**config.mk**
```make
export PLATFORM = sky130hd
export DESIGN_NAME = glob_wildcard_matcher_core_flat
export DESIGN_NICKNAME = d
export VERILOG_FILES = /design/src/hdl/gwm_pkg.sv /design/src/hdl/gwm_chan_if.sv /design/src/hdl/gwm_cell.sv /design/src/hdl/glob_wildcard_matcher_core.sv /design/src/flat_wrapper.sv
export SDC_FILE = /design/constraint.sdc
export NUM_CORES = 1
export LEC_CHECK = 0
export ABC_AREA = 1
export CORE_MARGIN = 4
export CORE_UTILIZATION = 35
export CTS_CLUSTER_SIZE = 30
export DETAILED_ROUTE_END_ITERATION = 12
export DONT_BUFFER_PORTS = 1
export PLACE_DENSITY_LB_ADDON = 0.12
export SLEW_MARGIN = 20
export SYNTH_ARGS = -nofsm -noshare
export SYNTH_HDL_FRONTEND = slang
export SYNTH_HIERARCHICAL = 1
export SYNTH_SLANG_ARGS = --single-unit
```
**constraint.sdc**
```tcl
create_clock -name i_clk -period 25.2 [get_ports i_clk]
set_clock_uncertainty 0.1 [all_clocks]
set_input_delay 3.78 -clock i_clk [delete_from_list [all_inputs] [get_ports i_clk]]
set_output_delay 3.78 -clock i_clk [all_outputs]
set_load 0.02 [all_outputs]
```
**src/hdl/gwm_pkg.sv**
```systemverilog
// Shared types and constants for the glob wildcard matcher.
// No dependencies; compiled before every other file.
package gwm_pkg;

    localparam int PATTERN_CAPACITY_DEF = 32;

    localparam logic [7:0] CH_STAR = 8'h2A;
    localparam logic [7:0] CH_ANY  = 8'h3F;
    localparam logic [7:0] CH_DOT  = 8'h2E;

    typedef enum logic [1:0] {
        CMD_CLEAR   = 2'd0,
        CMD_APPEND  = 2'd1,
        CMD_SUBJECT = 2'd2,
        CMD_END     = 2'd3
    } t_cmd;

    typedef struct packed {
        logic [1:0] cmd;
        logic [7:0] symbol;
    } t_in_item;

    typedef struct packed {
        logic matched;
        logic pattern_overflow;
    } t_out_item;

    typedef struct packed {
        logic       restart;
        logic       clear;
        logic       append;
        logic [7:0] symbol;
    } t_cell_ctl;

endpackage

```
**src/hdl/gwm_chan_if.sv**
```systemverilog
// Valid/ready channel carrying one payload struct per transaction.
// Payload type is supplied by the instantiating level (see gwm_pkg).
interface gwm_chan_if #(
    parameter type T = logic
) ();
    logic valid;
    logic ready;
    T     data;

    modport source (output valid, output data, input ready);
    modport sink   (input valid, input data, output ready);
endinterface

```
**src/hdl/gwm_cell.sv**
```systemverilog
// One pattern position: stored character and active bit.
// Depends on gwm_pkg; chained by glob_wildcard_matcher_core.
module gwm_cell #(
    parameter int INDEX = 0,
    parameter int LEN_W = 6
) (
    input  logic                i_clk,
    input  logic                i_rst_n,
    input  logic                i_accept,
    input  gwm_pkg::t_cell_ctl  i_ctl,
    input  logic [LEN_W-1:0]    i_length,
    input  logic                i_fwd,
    output logic                o_fwd,
    output logic                o_tail
);
    import gwm_pkg::*;

    logic [7:0] r_char;
    logic       r_act;
    logic       n_act;
    logic       w_wr;
    logic       w_in_len;
    logic       w_valid;
    logic [7:0] w_char;
    logic       w_star;
    logic       w_match;

    assign w_in_len = (LEN_W'(INDEX) < i_length);
    assign w_wr     = i_ctl.append && (i_length == LEN_W'(INDEX));
    assign w_valid  = !i_ctl.clear && (w_in_len || w_wr);
    assign w_char   = w_wr ? i_ctl.symbol : r_char;
    assign w_star   = (w_char == CH_STAR);
    assign w_match  = (w_char == i_ctl.symbol) ||
                      ((w_char == CH_ANY) && (i_ctl.symbol != CH_DOT));

    always_comb begin
        if (i_ctl.restart) begin
            n_act = i_fwd;
            o_fwd = w_valid && w_star && n_act;
        end else begin
            n_act = (r_act && w_star && w_valid) || i_fwd;
            o_fwd = w_valid && (w_star ? n_act : (r_act && w_match));
        end
    end

    assign o_tail = r_act && !w_in_len;

    always_ff @(posedge i_clk) begin
        if (i_accept && w_wr) begin
            r_char <= i_ctl.symbol;
        end
    end

    always_ff @(posedge i_clk) begin
        if (!i_rst_n) begin
            r_act <= (INDEX == 0);
        end else if (i_accept) begin
            r_act <= n_act;
        end
    end

endmodule

```
**src/hdl/glob_wildcard_matcher_core.sv**
```systemverilog
// Glob wildcard matcher top level: command decode, chain of position cells,
// pattern length, overflow flag and result register. Depends on gwm_pkg,
// gwm_chan_if and gwm_cell.
//
//   channel  dir  payload                          transaction
//   i_in     in   cmd[1:0], symbol[7:0]            valid & ready
//   o_out    out  matched, pattern_overflow        valid & ready (END only)
//
// One transaction per cycle on i_in while i_in.ready is high; every command is one transaction.
// The active set settles in a single ripple through the cell chain
// (PATTERN_CAPACITY cells), which sets the clock period.
// An END result appears in the output register the cycle after acceptance.
// i_in.ready drops only while a result is held and o_out.ready is low.
// Synchronous reset leaves an empty pattern and no pending result.
module glob_wildcard_matcher_core #(
    parameter int PATTERN_CAPACITY = gwm_pkg::PATTERN_CAPACITY_DEF
) (
    input logic      i_clk,
    input logic      i_rst_n,
    gwm_chan_if.sink   i_in,
    gwm_chan_if.source o_out
);
    import gwm_pkg::*;

    localparam int LEN_W = $clog2(PATTERN_CAPACITY + 1);

    t_cell_ctl                 w_ctl;
    logic                      w_accept;
    logic [PATTERN_CAPACITY:0] w_fwd;
    logic [PATTERN_CAPACITY-1:0] w_tail;
    logic [LEN_W-1:0]          r_length;
    logic                      r_overflow;
    logic                      r_act_last;
    logic                      r_out_valid;
    t_out_item                 r_out;
    logic                      w_full;
    logic                      w_hit;

    assign i_in.ready = !r_out_valid || o_out.ready;
    assign w_accept   = i_in.valid && i_in.ready;

    assign w_ctl.restart = (i_in.data.cmd != CMD_SUBJECT);
    assign w_ctl.clear   = (i_in.data.cmd == CMD_CLEAR);
    assign w_ctl.append  = (i_in.data.cmd == CMD_APPEND);
    assign w_ctl.symbol  = i_in.data.symbol;

    assign w_fwd[0] = w_ctl.restart;

    for (genvar g = 0; g < PATTERN_CAPACITY; g++) begin : g_cell
        gwm_cell #(
            .INDEX (g),
            .LEN_W (LEN_W)
        ) u_cell (
            .i_clk    (i_clk),
            .i_rst_n  (i_rst_n),
            .i_accept (w_accept),
            .i_ctl    (w_ctl),
            .i_length (r_length),
            .i_fwd    (w_fwd[g]),
            .o_fwd    (w_fwd[g+1]),
            .o_tail   (w_tail[g])
        );
    end

    assign w_full = (r_length == LEN_W'(PATTERN_CAPACITY));
    assign w_hit  = ((|w_tail) || r_act_last) && !r_overflow;

    always_ff @(posedge i_clk) begin
        if (!i_rst_n) begin
            r_length   <= '0;
            r_overflow <= 1'b0;
            r_act_last <= 1'b0;
        end else if (w_accept) begin
            r_act_last <= w_fwd[PATTERN_CAPACITY];
            if (w_ctl.clear) begin
                r_length   <= '0;
                r_overflow <= 1'b0;
            end else if (w_ctl.append) begin
                if (w_full) begin
                    r_overflow <= 1'b1;
                end else begin
                    r_length <= r_length + LEN_W'(1);
                end
            end
        end
    end

    always_ff @(posedge i_clk) begin
        if (!i_rst_n) begin
            r_out_valid <= 1'b0;
        end else if (w_accept && (i_in.data.cmd == CMD_END)) begin
            r_out_valid <= 1'b1;
        end else if (o_out.ready) begin
            r_out_valid <= 1'b0;
        end
    end

    always_ff @(posedge i_clk) begin
        if (w_accept && (i_in.data.cmd == CMD_END)) begin
            r_out.matched          <= w_hit;
            r_out.pattern_overflow <= r_overflow;
        end
    end

    assign o_out.valid = r_out_valid;
    assign o_out.data  = r_out;

endmodule

```
**src/flat_wrapper.sv**
```systemverilog
// flat-port wrapper written by rule: the top's interface ports become plain ports
module glob_wildcard_matcher_core_flat import gwm_pkg::*;
#(
    parameter int PATTERN_CAPACITY = gwm_pkg::PATTERN_CAPACITY_DEF
)
  (i_clk, i_rst_n, i_in_valid, i_in_data, i_in_ready, o_out_valid, o_out_data, o_out_ready);
  gwm_chan_if #(.T(t_in_item)) i_in_i ();
  gwm_chan_if #(.T(t_out_item)) o_out_i ();
  input logic i_clk;
  input logic i_rst_n;
  input wire logic [$bits(i_in_i.valid)-1:0] i_in_valid;
  input wire logic [$bits(i_in_i.data)-1:0] i_in_data;
  output wire logic [$bits(i_in_i.ready)-1:0] i_in_ready;
  output wire logic [$bits(o_out_i.valid)-1:0] o_out_valid;
  output wire logic [$bits(o_out_i.data)-1:0] o_out_data;
  input wire logic [$bits(o_out_i.ready)-1:0] o_out_ready;
  assign i_in_i.valid = i_in_valid;
  assign i_in_i.data = i_in_data;
  assign i_in_ready = i_in_i.ready;
  assign o_out_valid = o_out_i.valid;
  assign o_out_data = o_out_i.data;
  assign o_out_i.ready = o_out_ready;
  glob_wildcard_matcher_core #(.PATTERN_CAPACITY(PATTERN_CAPACITY)) u_core (.i_clk(i_clk), .i_rst_n(i_rst_n), .i_in(i_in_i), .o_out(o_out_i));
endmodule
```
======== Yosys cells after proc, flatten, opt, wreduce, memory -nomap -nowiden ========
Index checks and enable logic that the tools add are counted.
word-level totals
  word-level logic and storage cells ...... 868
  bits in registers ....................... 299
  memories ................................ 0
  memory bits (writable) .................. 0
  latch bits .............................. 0
  output and inout bits ................... 4
  ROM bits ................................ 0
  input port bits ......................... 14
operators by class
  div/mod/pow operators ................... 0
  multipliers ............................. 0
  $lt $le $gt $ge ......................... 32
  add/subtract/negate cells ............... 1
  muxes and demuxes ....................... 136
  shift operators ......................... 0
  reduce and logical (&&, ||, !) cells .... 496
  equal/unequal tests ..................... 133
  bitwise operators ....................... 0
operators by type and width
  cell                                                                     count
  8-bit by 6-bit equality test with 1-bit output, second input constant    64
  1-bit logical AND                                                        355
  8-bit equality test                                                      32
  8-bit two-way mux                                                        32
  1-bit two-way mux                                                        101
  1-bit logical OR                                                         98
  6-bit by 5-bit equality test with 1-bit output, second input constant    16
  5-bit by 6-bit < comparator with 1-bit output, first input constant      16
  6-bit by 4-bit equality test with 1-bit output, second input constant    8
  4-bit by 6-bit < comparator with 1-bit output, first input constant      8
  1-bit zero test                                                          35
  32-bit OR reduction                                                      1
  6-bit by 3-bit equality test with 1-bit output, second input constant    4
  3-bit by 6-bit < comparator with 1-bit output, first input constant      4
  6-bit two-way mux                                                        3
  6-bit by 2-bit equality test with 1-bit output, second input constant    2
  1-bit by 6-bit < comparator with 1-bit output, first input constant      2
  2-bit by 6-bit < comparator with 1-bit output, first input constant      2
  8-bit by 6-bit inequality test with 1-bit output, second input constant  1
  6-bit by 1-bit adder with 6-bit output, second input constant            1
  6-bit by 1-bit equality test with 1-bit output, second input constant    1
  6-bit equality test, second input constant                               1
  6-bit zero test                                                          1
  3-bit AND reduction                                                      2
  other kinds (5)                                                          8

======== Longest topological paths before layout ========
  depth after elaboration ................. 134
  mapped depth ............................ 192

======== Hierarchy ========
The synthesis kept the hierarchy.
by module, submodules not included
  module                                    cells an instance  area an instance (µm²)  instances
  gwm_cell at u_core.g_cell[23].u_cell ...  122                822.0                   2
  gwm_cell at u_core.g_cell[1].u_cell       127                892.1                   1
  gwm_cell at u_core.g_cell[18].u_cell      130                878.3                   1
  gwm_cell at u_core.g_cell[11].u_cell      131                870.8                   1
  gwm_cell at u_core.g_cell[10].u_cell      129                865.8                   1
  gwm_cell at u_core.g_cell[12].u_cell      129                857.1                   1
  gwm_cell at u_core.g_cell[20].u_cell      131                854.6                   1
  gwm_cell at u_core.g_cell[21].u_cell      124                853.3                   1
  gwm_cell at u_core.g_cell[6].u_cell       124                852.1                   1
  gwm_cell at u_core.g_cell[15].u_cell      120                844.6                   1
  gwm_cell at u_core.g_cell[9].u_cell       128                844.6                   1
  gwm_cell at u_core.g_cell[13].u_cell      124                842.1                   1
  gwm_cell at u_core.g_cell[29].u_cell      120                840.8                   1
  gwm_cell at u_core.g_cell[5].u_cell       128                839.6                   1
  +18 rows                                  -                  -                       -

======== Worst setup path after synthesis ========
Ideal clock, no wire load.
  path type ............................... input-to-reg
  start ................................... in i_in_data[8]
  end ..................................... reg u_core.r_act_last
  arrival time ............................ 19926 ps
  required time ........................... 25035 ps
  slack ................................... 5109 ps
  library setup time ...................... 65 ps
  stages on the path ...................... 191
  path through ............................ inv_1 nor2_1 nand4_4 buf_6 o21ai_1 nand2_1 nor2_4 nand3_1 nand2_1 inv_1 nor2_1 inv_1 nor2_1 nand3_2 nand2_1 inv_1 nor2_2 inv_1 [... 155 more ...] nand3_1 nand2_1 inv_1 nor2_1 inv_1 nor2_1 nand3_1 nand2_1 inv_1 nor2_1 inv_1 nor2_1 nand3_1 nand2_1 inv_1 nor2_1 o21ai_0 nor2_1
RTL lines
  what                  line                              text
  start, declared       flat_wrapper.sv:12                input wire logic [$bits(i_in_i.data)-1:0] i_in_data;
  end signal, assigned  glob_wildcard_matcher_core.sv:74  r_act_last <= w_fwd[PATTERN_CAPACITY];
  end, declared         glob_wildcard_matcher_core.sv:33  logic r_act_last;

==> qor.csv <==
metric,value,unit
Die ar.,83080,um2
"count leader, synth",nand2_1,
Cells after Synth,4164,
Max IR drop VDD,0.04596,mV
DR iter-0 viols,1809,
hpwl dp,45.73,mm
DP Area,28190,um2
sequential cell area,8583,um2
worst hold path type,reg -> reg,
clk sinks,299,
CP required,25.61,ns
Synth Register Bits,299,
Final Worst Setup Slack,4.506,ns
clk_lat worst skew,0.57,ns
Crit. End Element,flip-flop,
number of I/O port buffers,0,
Multi-input gate area,15840,um2
gr ovfl total,0,
share of flip-flops with an asynchronous set or reset,0,%
via count,25470,
Gate power share,9.4,%
Setup Viol. Count Final,0,
crit-path most repeated cell,inv_1,
type of origin of the critical path,primary input,
number of global-route vias before repair,23250,
post-synth top area share,28.19,%
CTS buffer count,41,
Synth area leader,edfxtp_1,
pre-CTS setup slack,3.982,ns
Starting Density,35.42,%
routability cong.,0.7832,
Lkg Pwr,13.84,nW
Switching Power,0.0003213,W
Worst slew margin,42.42,%
cts hold-fix bufs,0,
TritonCTS clock tree,built,
layout cells sized above 1,9.866,%
Hold Path Origin,u_core/r_overflow,
sw frac,25.63,%
clk slew on worst S/H paths,0.06,ns
Vias/cell,4.882,
Most used DFF post-synth,edfxtp_1,
clk buf depth,3,
chip width,288.2,um
Synth top cells by count,"nand2_1 (1241), nand3_1 (628), inv_1 (591), nor2_1 (489), edfxtp_1 (258)",
per-cell routed wire length,14.73,um
largest net degree at the start of global routing,158,
number of cell rows,102,
Max Cap Viol,0,
status,"complete, no violations",
Area contributors post-synth,"edfxtp_1 (28%), nand2_1 (17%), nand3_1 (11%)",
cell at the slowest stage of the critical path,nor2_4,
P_int,0.0009325,W
Flop pwr share,43.6,%
Unique masters post-synth,45,
area grow syn2layout,7.460,%
RSZ-0062 raised after global routing,no,
post-synth net total,4180,
Clk pwr share,47.0,%
First-pass DRT Iterations,6,
"Cell Area, Synth",27490,um2
Final Routed Wirelength,76.87,mm
Tcrit/Tclk final,82.12,%
Final Hold Fails,0,
"EDFF count, synth",258,
CTS HTree Levels,2,
kind of critical path,in -> reg,
Critical Path AT,21.10,ns
crit path launch,i_in_data[8],
"Seq/Total Area, Yosys",31.17,%
Max Fclk,0.04832,GHz
fin crit period,20.69,ns
Setup TNS,0,ns
Final Slew Violations,0,
fill count,8406,
Final Instance Area,29540,um2
Ports,18,
number of antenna violations at the first check in global routing,0,
post-detailed-route count of antenna-violating nets,0,
Resized Gates After CTS,0,
"Avg Cell Area, Syn",6.601,um2
RR Startpoint,u_core/r_length[0],
Slew @ Worst Pin,0.8606,ns
first-pass GRT wire length,124.7,mm
Die Y-Extent,288.2,um
Post CTS Setup Buffer Count,0,
Slowest Stage Delay on Critical Path,0.63,ns
DRC violations left,0,
core box area,77590,um2
GRT Util Overall,18.32,%
layout net count,4159,
peak fanout along the critical path,28,
Yosys warning total,6,
CTS Root Cell,clkbuf_16,
pwr/cell area,42.45,nW/um2
## layout make-up
| cell class | count | area share [%] |
|---|---|---|
| diodes | 1 | 0.008472 |
| clock buffers | 55 | 3.931 |
| clock inverters | 21 | 0.6311 |
| inverters | 628 | 8.002 |
| multi-input cells | 3159 | 53.61 |
| flip-flops and latches | 299 | 29.06 |
| well taps | 1040 | 4.405 |
| repair buffers | 14 | 0.3558 |
## stage by stage
step	instances	hold slack (ns)	utilization [%]	power [W]
floorplan	4164	0.3245	-	0.0006503
global placement	5140	0.3597	36.33	0.0006748
detailed placement	5140	0.3557	36.33	0.0006748
CTS	5216	0.3702	38.06	0.001279
global route	5216	0.3906	38.06	0.001313
finish	5217	0.3655	38.07	0.001254
## critical path: cells and delay by family
family                 cells  cell delay (ns)
and+or+nand+nor          132            14.40
buffers and inverters     56             2.49
AOI/OAI and AO/OA          2             0.38
## path summary, 6_finish.rpt
check | endpoint | slack, ns | depth (start not counted)
setup / recovery | u_core/r_act_last | 4.51 | 190
hold / removal | u_core/o_out.data[0] | 0.37 | 0
setup reg to reg | u_core/r_act_last | 7.71 | 189
hold reg to reg | u_core/o_out.data[0] | 0.37 | 0
## power groups by stage
| stage | combinational, W | sequential, W | clock (W) |
|---|---|---|---|
| floorplan | 0.0000923 | 0.000558 | 0 |
| global placement | 0.000118 | 0.000557 | 0 |
| detailed placement | 0.000118 | 0.000557 | 0 |
| CTS | 0.000118 | 0.000546 | 0.000614 |
| global route | 0.000134 | 0.000547 | 0.000632 |
| finish | 0.000118 | 0.000547 | 0.000589 |
## flip-flops by register name, indices dropped and copies added (netlist names)
| name | cells |
|---|---|
| u_core/o_out.data | 2 |
| u_core/r_act_last | 1 |
| u_core/r_length | 6 |
| u_core/r_overflow | 1 |
| u_core/o_out.valid | 1 |
| u_core/g_cell.u_cell/r_char | 256 |
| u_core/g_cell.u_cell/r_act | 32 |
## logic make-up (layout without fill, tap and decap cells)
kind of cell               after synthesis  in the layout  synth area share (%)
and+or+nand+nor                       2963           2963                 53.45
buffers and inverters                  706            718                 11.26
DFF                                    299            299                 31.17
AOI/OAI and AO/OA                      194            194                 4.028
adders and majority gates                2              2               0.09102
other                                    0              1                     0
## routing by layer
metal,global-route usage [%],wire length (um),vias up
met3,2.218,2868,72
met4,3.509,1246,0
li1,-,-,13420
met1,26.21,38550,11620
met5,0,0,-
met2,29.96,34200,358
## cells in the final DEF (no fill, tap or decap), types with 23 or more instances in the layout
cell       count
a21oi_1       48
o211ai_1      24
inv_2         36
dfxtp_1       35
nor2_8        23
clkbuf_16     43
nand2_4       28
nor2_1       488
nor2_4        58
nand2_1     1240
nor2_2        52
nand3_1      628
nand2_2       75
o21ai_1       33
inv_1        589
o21ai_0       64
edfxtp_1     258
nand3b_1     208
nand4_1       84
(Power assumes the default switching activity.)
